<file path="config.mk">
export PLATFORM = sky130hd
export DESIGN_NAME = battery_level_grader_flat
export DESIGN_NICKNAME = d
export VERILOG_FILES = /design/src/blg_pkg.sv /design/src/blg_if.sv /design/src/battery_level_grader.sv /design/src/flat_wrapper.sv
export SDC_FILE = /design/constraint.sdc
export NUM_CORES = 1
export LEC_CHECK = 0
export BUFFER_PORTS_ARGS = -buffer_cell sky130_fd_sc_hd__buf_2
export CAP_MARGIN = 20
export CORE_UTILIZATION = 65
export DETAILED_ROUTE_END_ITERATION = 10
export PLACE_DENSITY_LB_ADDON = 0.08
export SLEW_MARGIN = 15
export SYNTH_ARGS = -nofsm -noshare
export SYNTH_HDL_FRONTEND = slang
export SYNTH_SLANG_ARGS = --single-unit
</file>
<file path="constraint.sdc">
create_clock -name i_clk -period 5.45 [get_ports i_clk]
set_clock_uncertainty 0.1 [all_clocks]
set_input_delay 1.09 -clock i_clk [delete_from_list [all_inputs] [get_ports i_clk]]
set_output_delay 1.09 -clock i_clk [all_outputs]
set_load 0.02 [all_outputs]
</file>
<file path="src/blg_pkg.sv">
// Shared types and constants for the battery level grader.
`timescale 1ns / 1ps
package blg_pkg;

    localparam int ADC_W     = 12;
    localparam int GRADE_W   = 3;
    localparam int OP_W      = 2;
    localparam int NUM_REGS  = 7;
    localparam int CFG_IDX_W = 3;

    typedef logic [ADC_W-1:0]     t_adc;
    typedef logic [GRADE_W-1:0]   t_grade;
    typedef logic [OP_W-1:0]      t_op;
    typedef logic [CFG_IDX_W-1:0] t_cfg_idx;

    // request opcodes
    localparam t_op OP_SAMPLE = 2'd0;
    localparam t_op OP_CLEAR  = 2'd1;
    localparam t_op OP_FULL   = 2'd2;
    localparam t_op OP_NONE   = 2'd3;

    // threshold register indexes
    localparam t_cfg_idx REG_IGNORE   = 3'd0;
    localparam t_cfg_idx REG_CRITICAL = 3'd1;
    localparam t_cfg_idx REG_GRADE0   = 3'd2;
    localparam t_cfg_idx REG_GRADE1   = 3'd3;
    localparam t_cfg_idx REG_GRADE2   = 3'd4;
    localparam t_cfg_idx REG_GRADE3   = 3'd5;
    localparam t_cfg_idx REG_CHG_HOLD = 3'd6;

    localparam t_adc REG_RESET [NUM_REGS] = '{
        12'd2134, 12'd3090, 12'd3115, 12'd3158, 12'd3243, 12'd3397, 12'd3422
    };

    localparam t_grade GRADE_0    = 3'd0;
    localparam t_grade GRADE_1    = 3'd1;
    localparam t_grade GRADE_2    = 3'd2;
    localparam t_grade GRADE_3    = 3'd3;
    localparam t_grade GRADE_FULL = 3'd4;
    localparam t_grade GRADE_CRIT = 3'd5;

    localparam t_adc       ONE_VOLT_COUNT = 12'd854;
    localparam logic [1:0] CONFIRM_NEEDED = 2'd3;
    localparam logic [7:0] SHUT_COUNT     = 8'd3;

endpackage

</file>
<file path="src/blg_if.sv">
// Request, result and register write channels of the battery level grader.
`timescale 1ns / 1ps
interface blg_req_if;
    import blg_pkg::*;
    logic valid;
    logic ready;
    t_op  op;
    t_adc sample;
    logic charging_pin;
    logic charge_status_pin;

    modport source (output valid, op, sample, charging_pin, charge_status_pin, input ready);
    modport sink   (input valid, op, sample, charging_pin, charge_status_pin, output ready);
endinterface

interface blg_res_if;
    import blg_pkg::*;
    logic   valid;
    logic   ready;
    t_grade grade;
    t_adc   average_value;
    logic   is_low;
    logic   low_to_shut;
    logic   is_charging;

    modport source (output valid, grade, average_value, is_low, low_to_shut, is_charging,
                    input ready);
    modport sink   (input valid, grade, average_value, is_low, low_to_shut, is_charging,
                    output ready);
endinterface

interface blg_cfg_if;
    import blg_pkg::*;
    logic     valid;
    logic     ready;
    t_cfg_idx index;
    t_adc     data;

    modport source (output valid, index, data, input ready);
    modport sink   (input valid, index, data, output ready);
endinterface

</file>
<file path="src/battery_level_grader.sv">
// Top level of the battery level grader: window averaging, grading and hysteresis.
`timescale 1ns / 1ps
// One request is taken per clock whenever the result register is free or being
// drained. A sample request adds into the running window; the request that
// closes a window of SAMPLES samples, and every clear or full-check request,
// yields one result, registered in turn through the window add, the reciprocal
// multiply for the average and the grading. Sample requests that do not close a
// window and opcode 3 yield no result. Throughput is one request per cycle;
// it is bounded by the window accumulator and the grade/hysteresis update, both
// of which feed back on their own registers. The whole pipeline stalls as one
// while a result waits on o_res.ready. Threshold registers take a write every
// cycle and are meant to be changed only while no request is in flight; writes
// to index 7 are dropped.
module battery_level_grader #(
    parameter int SAMPLES = 8
) (
    input  logic i_clk,
    input  logic i_rst_n,
    blg_req_if.sink   i_req,
    blg_cfg_if.sink   i_cfg,
    blg_res_if.source o_res
);
    import blg_pkg::*;

    localparam int CNT_W = (SAMPLES > 1) ? $clog2(SAMPLES) : 1;
    localparam int SUM_W = ADC_W + $clog2(SAMPLES);
    localparam int SHIFT = SUM_W + $clog2(SAMPLES);
    localparam int M_W   = SUM_W + 1;
    localparam int P_W   = SUM_W + M_W;
    // ceil(2^SHIFT / SAMPLES): exact floor division for any SUM_W-bit sum
    localparam logic [M_W-1:0] RECIP = M_W'(((64'd1 << SHIFT) + SAMPLES - 1) / SAMPLES);
    localparam logic [CNT_W-1:0] CNT_LAST = CNT_W'(SAMPLES - 1);

    // ---------------- threshold registers ----------------
    t_adc r_thr [NUM_REGS];

    assign i_cfg.ready = 1'b1;

    always_ff @(posedge i_clk) begin
        if (!i_rst_n) begin
            r_thr <= REG_RESET;
        end else if (i_cfg.valid && (i_cfg.index < t_cfg_idx'(NUM_REGS))) begin
            r_thr[i_cfg.index] <= i_cfg.data;
        end
    end

    // ---------------- pipeline advance ----------------
    logic r_out_valid;
    logic w_en;
    logic w_take;
    assign w_en        = !r_out_valid || o_res.ready;
    assign i_req.ready = w_en;
    assign w_take      = i_req.valid && w_en;

    // ---------------- stage 1: window accumulate ----------------
    logic [SUM_W-1:0] r_sum;
    logic [CNT_W-1:0] r_count;
    logic [SUM_W-1:0] w_sum_add;
    logic             w_win_done;
    logic             w_s1_valid;

    logic             r_s1_valid;
    t_op              r_s1_op;
    logic [SUM_W-1:0] r_s1_sum;
    logic             r_s1_chg;
    logic             r_s1_full;

    logic w_in_chg;
    logic w_in_full;

    assign w_sum_add  = r_sum + SUM_W'(i_req.sample);
    assign w_win_done = (r_count == CNT_LAST);
    assign w_in_chg   = !i_req.charging_pin && !i_req.charge_status_pin;
    assign w_in_full  = !i_req.charging_pin && i_req.charge_status_pin;
    // a result is due for a window close and for every clear or full check
    assign w_s1_valid = w_take && (((i_req.op == OP_SAMPLE) && w_win_done)
                                   || (i_req.op inside {OP_CLEAR, OP_FULL}));

    always_ff @(posedge i_clk) begin
        if (!i_rst_n) begin
            r_sum      <= '0;
            r_count    <= '0;
            r_s1_valid <= 1'b0;
        end else if (w_en) begin
            r_s1_valid <= w_s1_valid;
            if (w_take && (i_req.op == OP_SAMPLE)) begin
                if (w_win_done) begin
                    r_sum   <= '0;
                    r_count <= '0;
                end else begin
                    r_sum   <= w_sum_add;
                    r_count <= r_count + 1'b1;
                end
            end
        end
    end

    always_ff @(posedge i_clk) begin
        if (w_en) begin
            r_s1_op   <= i_req.op;
            r_s1_sum  <= w_sum_add;
            r_s1_chg  <= w_in_chg;
            r_s1_full <= w_in_full;
        end
    end

    // ---------------- stage 2: average by reciprocal multiply ----------------
    logic [P_W-1:0] w_prod;
    logic           r_s2_valid;
    t_op            r_s2_op;
    t_adc           r_s2_avg;
    logic           r_s2_chg;
    logic           r_s2_full;

    assign w_prod = {{M_W{1'b0}}, r_s1_sum} * {{SUM_W{1'b0}}, RECIP};

    always_ff @(posedge i_clk) begin
        if (!i_rst_n) begin
            r_s2_valid <= 1'b0;
        end else if (w_en) begin
            r_s2_valid <= r_s1_valid;
        end
    end

    always_ff @(posedge i_clk) begin
        if (w_en) begin
            r_s2_op   <= r_s1_op;
            r_s2_avg  <= w_prod[SHIFT +: ADC_W];
            r_s2_chg  <= r_s1_chg;
            r_s2_full <= r_s1_full;
        end
    end

    // ---------------- stage 3: grading and hysteresis ----------------
    t_adc       r_avg;
    t_grade     r_grade;
    logic [7:0] r_run;
    logic [1:0] r_confirm;
    logic       r_low;
    logic       r_first;

    t_adc       n_avg;
    t_grade     n_grade;
    logic [7:0] n_run;
    logic [1:0] n_confirm;
    logic       n_low;
    logic       n_first;

    t_grade     w_g;
    logic       w_crit;
    logic [1:0] w_inc;

    // threshold ladder, bottom up, strict less-than
    always_comb begin
        w_crit = (r_s2_avg < r_thr[REG_CRITICAL]);
        if (w_crit) begin
            w_g = GRADE_CRIT;
        end else if (r_s2_avg < r_thr[REG_GRADE0]) begin
            w_g = GRADE_0;
        end else if (r_s2_avg < r_thr[REG_GRADE1]) begin
            w_g = GRADE_1;
        end else if (r_s2_avg < r_thr[REG_GRADE2]) begin
            w_g = GRADE_2;
        end else if (r_s2_avg < r_thr[REG_GRADE3]) begin
            w_g = GRADE_3;
        end else if (r_s2_chg && (r_s2_avg < r_thr[REG_CHG_HOLD])) begin
            w_g = GRADE_3;  // charging: hold below near-full
        end else begin
            w_g = GRADE_FULL;
        end
    end

    assign w_inc = r_confirm + 2'd1;

    always_comb begin
        n_avg     = r_avg;
        n_grade   = r_grade;
        n_run     = r_run;
        n_confirm = r_confirm;
        n_low     = r_low;
        n_first   = r_first;
        case (r_s2_op)
            OP_SAMPLE: begin
                n_avg   = r_s2_avg;
                n_first = (r_s2_avg < ONE_VOLT_COUNT);
                // averages under the ignore threshold touch nothing else
                if (!(r_s2_avg < r_thr[REG_IGNORE])) begin
                    if (w_crit) begin
                        n_run = (r_run != 8'hFF) ? r_run + 8'd1 : r_run;
                    end else begin
                        n_run = '0;
                    end
                    if (r_first) begin
                        // recovering from a dead reading: adopt at once
                        n_grade   = w_g;
                        n_confirm = '0;
                    end else begin
                        if (r_grade != w_g) begin
                            if (w_inc == CONFIRM_NEEDED) begin
                                n_confirm = '0;
                                n_grade   = w_g;
                            end else begin
                                n_confirm = w_inc;
                            end
                        end else begin
                            n_confirm = '0;
                        end
                        n_low = (n_grade == GRADE_0) || (n_grade == GRADE_CRIT);
                    end
                    if (r_s2_full) begin
                        n_grade   = GRADE_FULL;
                        n_run     = '0;
                        n_confirm = '0;
                    end
                end
            end
            OP_CLEAR: n_run = '0;
            OP_FULL: begin
                if (r_s2_full) begin
                    n_grade = GRADE_FULL;
                end
            end
            default: ;
        endcase
    end

    always_ff @(posedge i_clk) begin
        if (!i_rst_n) begin
            r_avg     <= '0;
            r_grade   <= GRADE_0;
            r_run     <= '0;
            r_confirm <= '0;
            r_low     <= 1'b0;
            r_first   <= 1'b1;
        end else if (w_en && r_s2_valid) begin
            r_avg     <= n_avg;
            r_grade   <= n_grade;
            r_run     <= n_run;
            r_confirm <= n_confirm;
            r_low     <= n_low;
            r_first   <= n_first;
        end
    end

    // ---------------- result register ----------------
    t_grade r_out_grade;
    t_adc   r_out_avg;
    logic   r_out_low;
    logic   r_out_shut;
    logic   r_out_chg;

    always_ff @(posedge i_clk) begin
        if (!i_rst_n) begin
            r_out_valid <= 1'b0;
        end else if (w_en) begin
            r_out_valid <= r_s2_valid;
        end
    end

    always_ff @(posedge i_clk) begin
        if (w_en && r_s2_valid) begin
            r_out_grade <= n_grade;
            r_out_avg   <= n_avg;
            r_out_low   <= (n_grade == GRADE_CRIT) || ((n_grade == GRADE_0) && n_low);
            r_out_shut  <= (n_grade == GRADE_CRIT) && (n_run >= SHUT_COUNT);
            r_out_chg   <= r_s2_chg;
        end
    end

    assign o_res.valid         = r_out_valid;
    assign o_res.grade         = r_out_grade;
    assign o_res.average_value = r_out_avg;
    assign o_res.is_low        = r_out_low;
    assign o_res.low_to_shut   = r_out_shut;
    assign o_res.is_charging   = r_out_chg;

    // ---------------- assertions ----------------
    a_shut_implies_low: assert property (@(posedge i_clk) disable iff (!i_rst_n)
        o_res.valid |-> (!o_res.low_to_shut || o_res.is_low))
        else $error("shutdown flag without low flag");

    a_grade_range: assert property (@(posedge i_clk) disable iff (!i_rst_n)
        o_res.valid |-> (o_res.grade <= GRADE_CRIT))
        else $error("grade out of range");

    a_count_range: assert property (@(posedge i_clk) disable iff (!i_rst_n)
        r_count <= CNT_LAST)
        else $error("window count past window length");

    a_none_drops: assert property (@(posedge i_clk) disable iff (!i_rst_n)
        (i_req.valid && i_req.ready && (i_req.op == OP_NONE)) |=> !r_s1_valid)
        else $error("undefined opcode entered the pipeline");

endmodule

</file>
<file path="src/flat_wrapper.sv">
// flat-port wrapper written by rule: the top's interface ports become plain ports
module battery_level_grader_flat import blg_pkg::*;
#(
    parameter int SAMPLES = 8
)
  (i_clk, i_rst_n, i_req_valid, i_req_op, i_req_sample, i_req_charging_pin, i_req_charge_status_pin, i_req_ready, i_cfg_valid, i_cfg_index, i_cfg_data, i_cfg_ready, o_res_valid, o_res_grade, o_res_average_value, o_res_is_low, o_res_low_to_shut, o_res_is_charging, o_res_ready);
  blg_req_if i_req_i ();
  blg_cfg_if i_cfg_i ();
  blg_res_if o_res_i ();
  input  logic i_clk;
  input  logic i_rst_n;
  input wire logic [$bits(i_req_i.valid)-1:0] i_req_valid;
  input wire logic [$bits(i_req_i.op)-1:0] i_req_op;
  input wire logic [$bits(i_req_i.sample)-1:0] i_req_sample;
  input wire logic [$bits(i_req_i.charging_pin)-1:0] i_req_charging_pin;
  input wire logic [$bits(i_req_i.charge_status_pin)-1:0] i_req_charge_status_pin;
  output wire logic [$bits(i_req_i.ready)-1:0] i_req_ready;
  input wire logic [$bits(i_cfg_i.valid)-1:0] i_cfg_valid;
  input wire logic [$bits(i_cfg_i.index)-1:0] i_cfg_index;
  input wire logic [$bits(i_cfg_i.data)-1:0] i_cfg_data;
  output wire logic [$bits(i_cfg_i.ready)-1:0] i_cfg_ready;
  output wire logic [$bits(o_res_i.valid)-1:0] o_res_valid;
  output wire logic [$bits(o_res_i.grade)-1:0] o_res_grade;
  output wire logic [$bits(o_res_i.average_value)-1:0] o_res_average_value;
  output wire logic [$bits(o_res_i.is_low)-1:0] o_res_is_low;
  output wire logic [$bits(o_res_i.low_to_shut)-1:0] o_res_low_to_shut;
  output wire logic [$bits(o_res_i.is_charging)-1:0] o_res_is_charging;
  input wire logic [$bits(o_res_i.ready)-1:0] o_res_ready;
  assign i_req_i.valid = i_req_valid;
  assign i_req_i.op = i_req_op;
  assign i_req_i.sample = i_req_sample;
  assign i_req_i.charging_pin = i_req_charging_pin;
  assign i_req_i.charge_status_pin = i_req_charge_status_pin;
  assign i_req_ready = i_req_i.ready;
  assign i_cfg_i.valid = i_cfg_valid;
  assign i_cfg_i.index = i_cfg_index;
  assign i_cfg_i.data = i_cfg_data;
  assign i_cfg_ready = i_cfg_i.ready;
  assign o_res_valid = o_res_i.valid;
  assign o_res_grade = o_res_i.grade;
  assign o_res_average_value = o_res_i.average_value;
  assign o_res_is_low = o_res_i.is_low;
  assign o_res_low_to_shut = o_res_i.low_to_shut;
  assign o_res_is_charging = o_res_i.is_charging;
  assign o_res_i.ready = o_res_ready;
  battery_level_grader #(.SAMPLES(SAMPLES)) u_core (.i_clk(i_clk), .i_rst_n(i_rst_n), .i_req(i_req_i), .i_cfg(i_cfg_i), .o_res(o_res_i));
endmodule
</file>
==> results of run 1 <==
## metrics by stage
| step | std cells | utilization, % | hold slack (ns) | total power [mW] | setup WS, ns |
|---|---|---|---|---|---|
| floorplan | 1095 | - | 0.300 | 1.78 | 1.84 |
| global placement | 1295 | 70.3 | 0.301 | 1.90 | 1.88 |
| detailed placement | 1295 | 70.4 | 0.305 | 1.92 | 1.85 |
| CTS | 1327 | 74.6 | 0.321 | 3.17 | 1.97 |
| global route | 1329 | 74.8 | 0.323 | 3.29 | 1.53 |
| finish | 1329 | 74.8 | 0.320 | 3.17 | 1.96 |
## how the worst max path moves through the flow
| stage | slack [ns] | start | depth (start not counted) | to |
|---|---|---|---|---|
| floorplan | 1.84 | o_res_ready | 5 | u_core.o_res.average_value[0]$_DFFE_PP_ |
| global placement | 1.88 | u_core.r_s2_avg[10]$_DFFE_PN_ | 8 | u_core.o_res.low_to_shut$_DFFE_PP_ |
| global route | 1.53 | u_core.r_s2_avg[10]$_DFFE_PN_ | 8 | u_core.o_res.low_to_shut$_DFFE_PP_ |
| detailed placement | 1.85 | o_res_ready | 8 | u_core.r_first$_SDFFE_PN1P_ |
| finish | 1.96 | u_core.r_s2_avg[10]$_DFFE_PN_ | 8 | u_core.o_res.low_to_shut$_DFFE_PP_ |
| CTS | 1.97 | u_core.r_s2_avg[10]$_DFFE_PN_ | 8 | u_core.o_res.low_to_shut$_DFFE_PP_ |
## cell type report
type	instances	share of cell area [%]
timing repair buffer	61	3.10
sequential	182	39.2
tap	180	2.13
multi-input combinational	775	46.4
inverter	99	3.51
clock inverter	14	1.66
clock buffer	18	4.05
## worst max-delay path: stages, from the launching register on
cell       delay (ns)
edfxtp_1         0.61
ha_1             0.40
a2111oi_0        0.47
o221ai_1         0.29
o22ai_4          0.47
a32oi_1          0.29
nor3_1           0.30
o22ai_1          0.12
a311oi_1         0.25
## cells by family after synthesis
logic type,after synthesis
and+or+nand+nor,394
AOI/OAI and AO/OA,266
DFF,182
buffers and inverters,138
adders and majority gates,94
xor gates and xnor gates,15
muxes,5
other,1
## flip-flops by register name (all words and copies together), names as in the netlist, 8 cells and up
signal                      flops
u_core.r_s1_sum                12
u_core.r_sum                   15
u_core.r_avg                   12
u_core.o_res.average_value     12
u_core.r_run                    8
u_core.r_thr                   84
u_core.r_s2_avg                12
## synthesized netlist by cell type, types with 8 or more instances
cell | n | area [um2]
xnor2_1 | 9 | 78.8
a21oi_1 | 99 | 495
dfxtp_1 | 132 | 2640
a22oi_1 | 11 | 82.6
nor2_1 | 58 | 218
o21ai_0 | 22 | 110
edfxtp_1 | 50 | 1500
nand3_1 | 26 | 130
nand2b_1 | 14 | 87.6
inv_1 | 98 | 368
a211oi_1 | 10 | 75.1
a21o_1 | 15 | 113
nand2_1 | 224 | 841
clkbuf_1 | 34 | 128
o211ai_1 | 43 | 323
nor3_1 | 17 | 85.1
ha_1 | 93 | 1160
o21ai_1 | 8 | 40.0
nor2b_1 | 13 | 81.3
and3_1 | 8 | 50.1
o21a_1 | 9 | 67.6
## power by group
| group | switching (mW) | total, mW | internal [mW] |
|---|---|---|---|
| sequential | 0.0772 | 1.52 | 1.45 |
| combinational | 0.233 | 0.382 | 0.149 |
| clock | 0.541 | 1.27 | 0.726 |
| total | 0.851 | 3.17 | 2.32 |
## metal layers
metal / vias up / wire length, um
met5: - / 0
met4: 0 / 835
met3: 68 / 1780
met2: 283 / 10500
met1: 3715 / 9790
li1: 3910 / -
==> summary.txt, run 1 <==
Clock tree
  • Clock root cell: clkbuf_16
  • CTS tree: yes
  • Htree depth: 4
  • Sink Count: 182
  • Clk_lat worst skew: 0.44 ns
  • Post-CTS Resized: 0
  • CTS Buffer Depth: 2
  • TritonCTS Buffers: 17
  • Postcts setup bufs: 0
  • Post-cts hold buffer count: 0
  • Clock Pin Slew Worst Setup and Hold Paths: 0.07 ns

Drt
  • Drt pass-1 iters: 5
  • Vias per cell: 6.00
  • Via Count: 7976
  • Antenna Violating Nets Remaining: 0
  • Drt wl/cell: 17.3 um
  • Initial DRC Count: 728
  • Post-Route WL: 22.9 mm
  • DRC violations left: 0

Floorplan
  • Die width: 123 um
  • Die H: 123 um
  • # IOs: 57
  • DIE AREA: 15200 um2
  • Initial core utilization: 67.7%
  • # rows: 43
  • Core area: 14100 um2

Worst setup path
  • Worst setup SP type: register
  • Crit Path Class: reg -> reg
  • Crit path required time: 5.62 ns
  • Worst reg2reg setup slack: 1.96 ns
  • Worst EP arrival: 3.65 ns
  • Reg-to-reg startpoint: u_core.r_s2_avg[10]$_DFFE_PN_
  • Worst Setup End Kind: register
  • Crit Path Max Fanout: 16
  • R2R depth: 8
  • Critical R2R Capture: u_core.o_res.low_to_shut$_DFFE_PP_

STA
  • Final Hold Fails: 0
  • Least-Margin Pin Slew: 1.10 ns
  • Worst rel slew slack: 26.6%
  • Period Utilization, post-route: 64.0%
  • Final setup violation count: 0
  • Period minus WS final: 3.49 ns
  • Setup TNS: 0 ns
  • RSZ-0062 raised after global routing: no
  • Max Transition Viols Final: 0
  • Max Fclk: 287 MHz

Logic synthesis
  • Post-Synthesis Cells: 1095
  • Largest family of logic cells by synthesized area: compound AO/OA/AOI/OAI gates
  • Mapped cell area: 9580 um2
  • Sequential area share after synthesis: 43.3%
  • Synth warn: 0
  • Synth Area in Simple Gates: 18.2%
  • Mux cell area share after synthesis: 0.523%
  • Compound-Gate Fraction of Synth Area: 18.7%
  • Distinct cell type count after synthesis: 67
  • Adder-Cell Fraction of Synth Area: 12.4%
  • FFs w/ async S/R, synth: 0%
  • Synthesized Nets: 1225
  • Post-synth EDFFs: 50
  • Synthesized flop and latch total: 182
  • Main synth FF type: dfxtp_1
  • Synthesized area per cell: 8.75 um2
  • XOR/XNOR Fraction of Synth Area: 1.37%

GRT
  • GR Util met2: 51.6%
  • Grt peak-use layer: met2
  • Total grt overflow: 0
  • Vias in the first global route: 7561
  • Initial antenna violation count: 0
  • M3 GR Usage: 7.93%
  • GRT Total Usage: 32.2%
  • Global-route wire length before repair: 37.1 mm
  • Met1 usage: 40.6%
  • Largest net degree at the start of global routing: 50

Hold path
  • Hold Crit Depth: 0
  • Worst hold start: u_core.r_s1_sum[9]$_DFFE_PN_
  • Hold EP: u_core.r_s2_avg[6]$_DFFE_PN_
  • Hold Path Class: reg -> reg

Cells and area
  • Multi-input logic area: 4910 um2
  • Antenna diodes: 0
  • Commonest non-fill, non-tap cell in the layout: nand2_1
  • Sequential Area: 4140 um2
  • Commonest cells after routing, fill and taps aside: 224 x nand2_1, 132 x dfxtp_1, 99 x a21oi_1
  • Share of cells above drive strength 1: 9.40%
  • Layout area overhead: 10.5%
  • Filler cell count: 1086
  • Design area: 10600 um2
  • Fin nets: 1266

Placed design
  • Post-DP HPWL: 15.2 mm
  • Placer Congestion: 0.931
  • Placed Area: 9950 um2
  • Number of buffers added on ports: 55

Power and ir drop
  • Peak supply drop: 0.258 mV
  • P per Cell Area: 300 nW/um2
  • Leak pwr: 4.49 nW

Job
  • Max Cap Viol: 0

Status
  • Outcome: finished clean
Power figures use the tool's default switching activity.
==> run 2, diff against run 1 <==
Settings changed: ABC_AREA set to 1, CORE_UTILIZATION 65 to 55.
Clock period 5.45 ns to 3.1 ns, I/O delays scaled along.
==> run 2 against run 1 <==
Against the previous run:
- clock power grew 64%
- global-route usage shrank 6.3 points
- critical path depth grew 12
- die area grew 19%
- cell count grew 16%
- setup slack lost 1.7 ns
- sequential power grew 75%
- critical path type unchanged
- critical endpoint is now u_core.o_res.is_low$_DFFE_PP_
- design area grew 2.8%
==> summary.txt, run 2 <==
Status
  • Outcome: finished clean

Logic synthesis
  • Mapped cell area: 9680 um2 (+1.1%)
  • Synthesized Nets: 1363 (+11%)
  • XOR/XNOR Fraction of Synth Area: 1.62% (+0.24 points)
  • Synth Area in Simple Gates: 16.3% (-1.9 points)
  • Post-Synthesis Cells: 1233 (+13%)
  • Synth warn: 0 (unchanged)
  • Synthesized flop and latch total: 182 (unchanged)
  • Largest family of logic cells by synthesized area: compound AO/OA/AOI/OAI gates
  • Compound-Gate Fraction of Synth Area: 17.5% (-1.2 points)
  • Main synth FF type: dfxtp_1
  • Area contributors post-synth: dfxtp_1 27%, edfxtp_1 16%, ha_1 12%
  • Post-synth EDFFs: 50 (unchanged)
  • Mux cell area share after synthesis: 0% (-0.52 points)
  • Synth top area share: 27.3% (-0.29 points)
  • Synthesized area per cell: 7.85 um2 (-10%)
  • Distinct cell type count after synthesis: 38 (-43%)
  • Sequential area share after synthesis: 42.8% (-0.46 points)
  • Leading area contributor after synthesis: dfxtp_1
  • Adder-Cell Fraction of Synth Area: 12.2% (-0.13 points)
  • Synth top cells by count: 273 x nand2_1, 205 x inv_1, 132 x a21oi_1, 132 x dfxtp_1, 96 x o21ai_0
  • FFs w/ async S/R, synth: 0% (unchanged)
  • Top-count cell post-synth: nand2_1

Cells and area
  • Sequential Area: 4140 um2 (unchanged)
  • Design area: 10900 um2 (+2.8%)
  • Multi-input logic area: 4620 um2 (-6.0%)
  • Post-route insts no fill: 1537 (+16%)
  • Final core occ: 63.1% (-12 points)
  • Share of cells above drive strength 1: 10.5% (+1.1 points)
  • Commonest non-fill, non-tap cell in the layout: nand2_1
  • Largest register FFs: 84 (unchanged)
  • Biggest registers after layout: u_core.r_thr x84, u_core.r_sum x15
  • Fin nets: 1430 (+13%)
  • Layout area overhead: 12.4%
  • Antenna diodes: 0 (unchanged)
  • Most flops, register: u_core.r_thr
  • Commonest cells after routing, fill and taps aside: 273 x nand2_1, 205 x inv_1, 132 x a21oi_1, 132 x dfxtp_1, 96 x o21ai_0
  • Filler cell count: 1535 (+41%)

STA
  • Max Transition Viols Final: 0 (unchanged)
  • Least-Margin Pin Slew: 1.00 ns (-0.0951 ns)
  • Period Utilization, post-route: 92.9% (+29 points)
  • Setup TNS: 0 ns (unchanged)
  • Worst Setup Slack, final: 0.219 ns (-1.74 ns)
  • RSZ-0062 raised after global routing: no
  • Hold Slack: 0.276 ns (-0.0445 ns)
  • Period minus WS final: 2.88 ns (-0.605 ns)
  • Final setup violation count: 0 (unchanged)
  • Worst rel slew slack: 33.0% (+6.4 points)
  • Final Hold Fails: 0 (unchanged)
  • Max Fclk: 347 MHz (+21%)

Job
  • Max Cap Viol: 0 (unchanged)

Worst setup path
  • Crit Path Max Fanout: 10 (-6)
  • Crit path required time: 3.20 ns (-2.42 ns)
  • Worst EP arrival: 2.98 ns (-0.67 ns)
  • Crit-path max cell delay: 0.59 ns (-0.02 ns)
  • Worst setup SP type: register
  • Worst reg2reg setup slack: 0.22 ns (-1.74 ns)
  • Worst Setup End Kind: register
  • CP max-delay cell: edfxtp_1
  • R2R depth: 20 (+12)
  • Top cell by count, worst path: nand2_1
  • Cells along the critical path: ha_1, nand2_1, nor2_1, nand2_1, nor2_1, nand2_1, nand2_1, nand3_2, o21bai_4, nand2_2, nand2_2, nand2_1, nand2_1, nand2_2, nand2_1, nand2_1, nand2_1, inv_1, nand2_1, nand2_1
  • Crit Path Class: reg -> reg

Drt
  • Vias per cell: 5.15 (-14%)
  • Antenna Violating Nets Remaining: 0 (unchanged)
  • Met2 wire len: 10.3 mm (-2.2%)
  • Met3 wire length: 835 um (-53%)
  • Via Count: 7908 (-0.85%)
  • Top Layer Used: met4
  • Drt wl/cell: 14.5 um (-16%)
  • DRC violations left: 0 (unchanged)
  • Initial DRC Count: 460 (-37%)
  • Drt pass-1 iters: 5 (unchanged)
  • DRT met1 WL: 10.5 mm (+7.5%)
  • Post-Route WL: 22.2 mm (-3.0%)

GRT
  • Global-route wire length before repair: 36.2 mm (-2.4%)
  • Initial antenna violation count: 0 (unchanged)
  • Largest net degree at the start of global routing: 100 (+100%)
  • Total grt overflow: 0 (unchanged)
  • GRT Total Usage: 25.9% (-6.3 points)
  • Vias in the first global route: 7230 (-4.4%)

Placed design
  • Placed Area: 10300 um2 (+3.3%)
  • Post-DP HPWL: 15.8 mm (+4.0%)
  • Place WS: 0.244 ns (-1.61 ns)
  • Placer Congestion: 0.862 (-7.5%)
  • Dpl cells: 1501 (+16%)
  • Number of buffers added on ports: 55 (unchanged)

Hold path
  • Hold Crit Depth: 1 (+1)
  • Hold Path Class: in -> reg

Clock tree
  • CTS tree: yes
  • Htree depth: 4 (unchanged)
  • Clk_lat worst skew: 0.44 ns (about the same)
  • CTS Buffer Depth: 2 (unchanged)
  • Post-CTS Resized: 0 (unchanged)
  • Clock Pin Slew Worst Setup and Hold Paths: 0.07 ns (about the same)
  • TritonCTS Buffers: 17 (unchanged)
  • Clock root cell: clkbuf_16
  • Sink Count: 182 (unchanged)

Power and ir drop
  • Peak supply drop: 0.427 mV (+66%)
  • Leak pwr: 5.16 nW (+15%)
  • Final Total Pwr: 5.56 mW (+75%)
  • P per Cell Area: 511 nW/um2 (+71%)

Floorplan
  • DIE AREA: 18100 um2 (+19%)
  • Die width: 135 um (+9.1%)
  • # IOs: 57 (unchanged)
  • # rows: 48 (+12%)
  • Core area: 17200 um2 (+22%)
  • Initial core utilization: 56.2% (-12 points)
  • Die H: 135 um (+9.1%)
==> run 2: cell types whose count changed after synthesis, moves of 13 or more <==
| cell | before | now |
|---|---|---|
| inv_1 | 98 | 205 |
| nand2_1 | 224 | 273 |
| nor2b_1 | 13 | 0 |
| nand2b_1 | 14 | 0 |
| o21ai_0 | 22 | 96 |
| a21oi_1 | 99 | 132 |
==> run 2: critical path, delay by kind of cell (launching register included) <==
kind	cells	cell delay, ns
and+or+nand+nor	17	1.35
DFF	1	0.59
adders and majority gates	1	0.37
AOI/OAI and AO/OA	1	0.16
buffers and inverters	1	0.04
==> run 2: cells by family after synthesis <==
group	Yosys count
and+or+nand+nor	392
AOI/OAI and AO/OA	303
buffers and inverters	244
DFF	182
adders and majority gates	94
xor gates and xnor gates	17
other	1
==> run 2: worst paths after layout <==
check,endpoint,start
setup / recovery,u_core.o_res.is_low$_DFFE_PP_,u_core.r_s2_avg[10]$_DFFE_PN_
hold / removal,u_core.r_s1_op[1]$_DFFE_PN_,i_req_op[1]
setup reg to reg,u_core.o_res.is_low$_DFFE_PP_,u_core.r_s2_avg[10]$_DFFE_PN_
hold reg to reg,u_core.r_s2_op[1]$_DFFE_PN_,u_core.r_s1_op[1]$_DFFE_PN_
==> run 2: metal layers <==
layer,vias up,GRT usage [%]
met5,-,0
met4,0,10.2
met3,33,4.65
met2,150,41.9
met1,3561,34.3
li1,4164,-
==> run 2: report_power, final <==
group	internal, mW	switching, mW	total, mW
combinational	0.308	0.518	0.825
clock	1.15	0.931	2.08
sequential	2.57	0.0928	2.66
total	4.02	1.54	5.56
==> run 2: final cells by class <==
class | instances | area share [%]
timing repair buffer | 85 | 4.60
multi-input combinational | 807 | 42.4
clock inverter | 8 | 0.563
sequential | 182 | 38.1
clock buffer | 23 | 4.60
inverter | 207 | 7.14
tap | 225 | 2.59
==> run 2: repair_timing <==
action | CTS | global route
setup buffers | 0 | 5
endpoints found under the setup margin | 0 | 2
hold buffers | 0 | 0
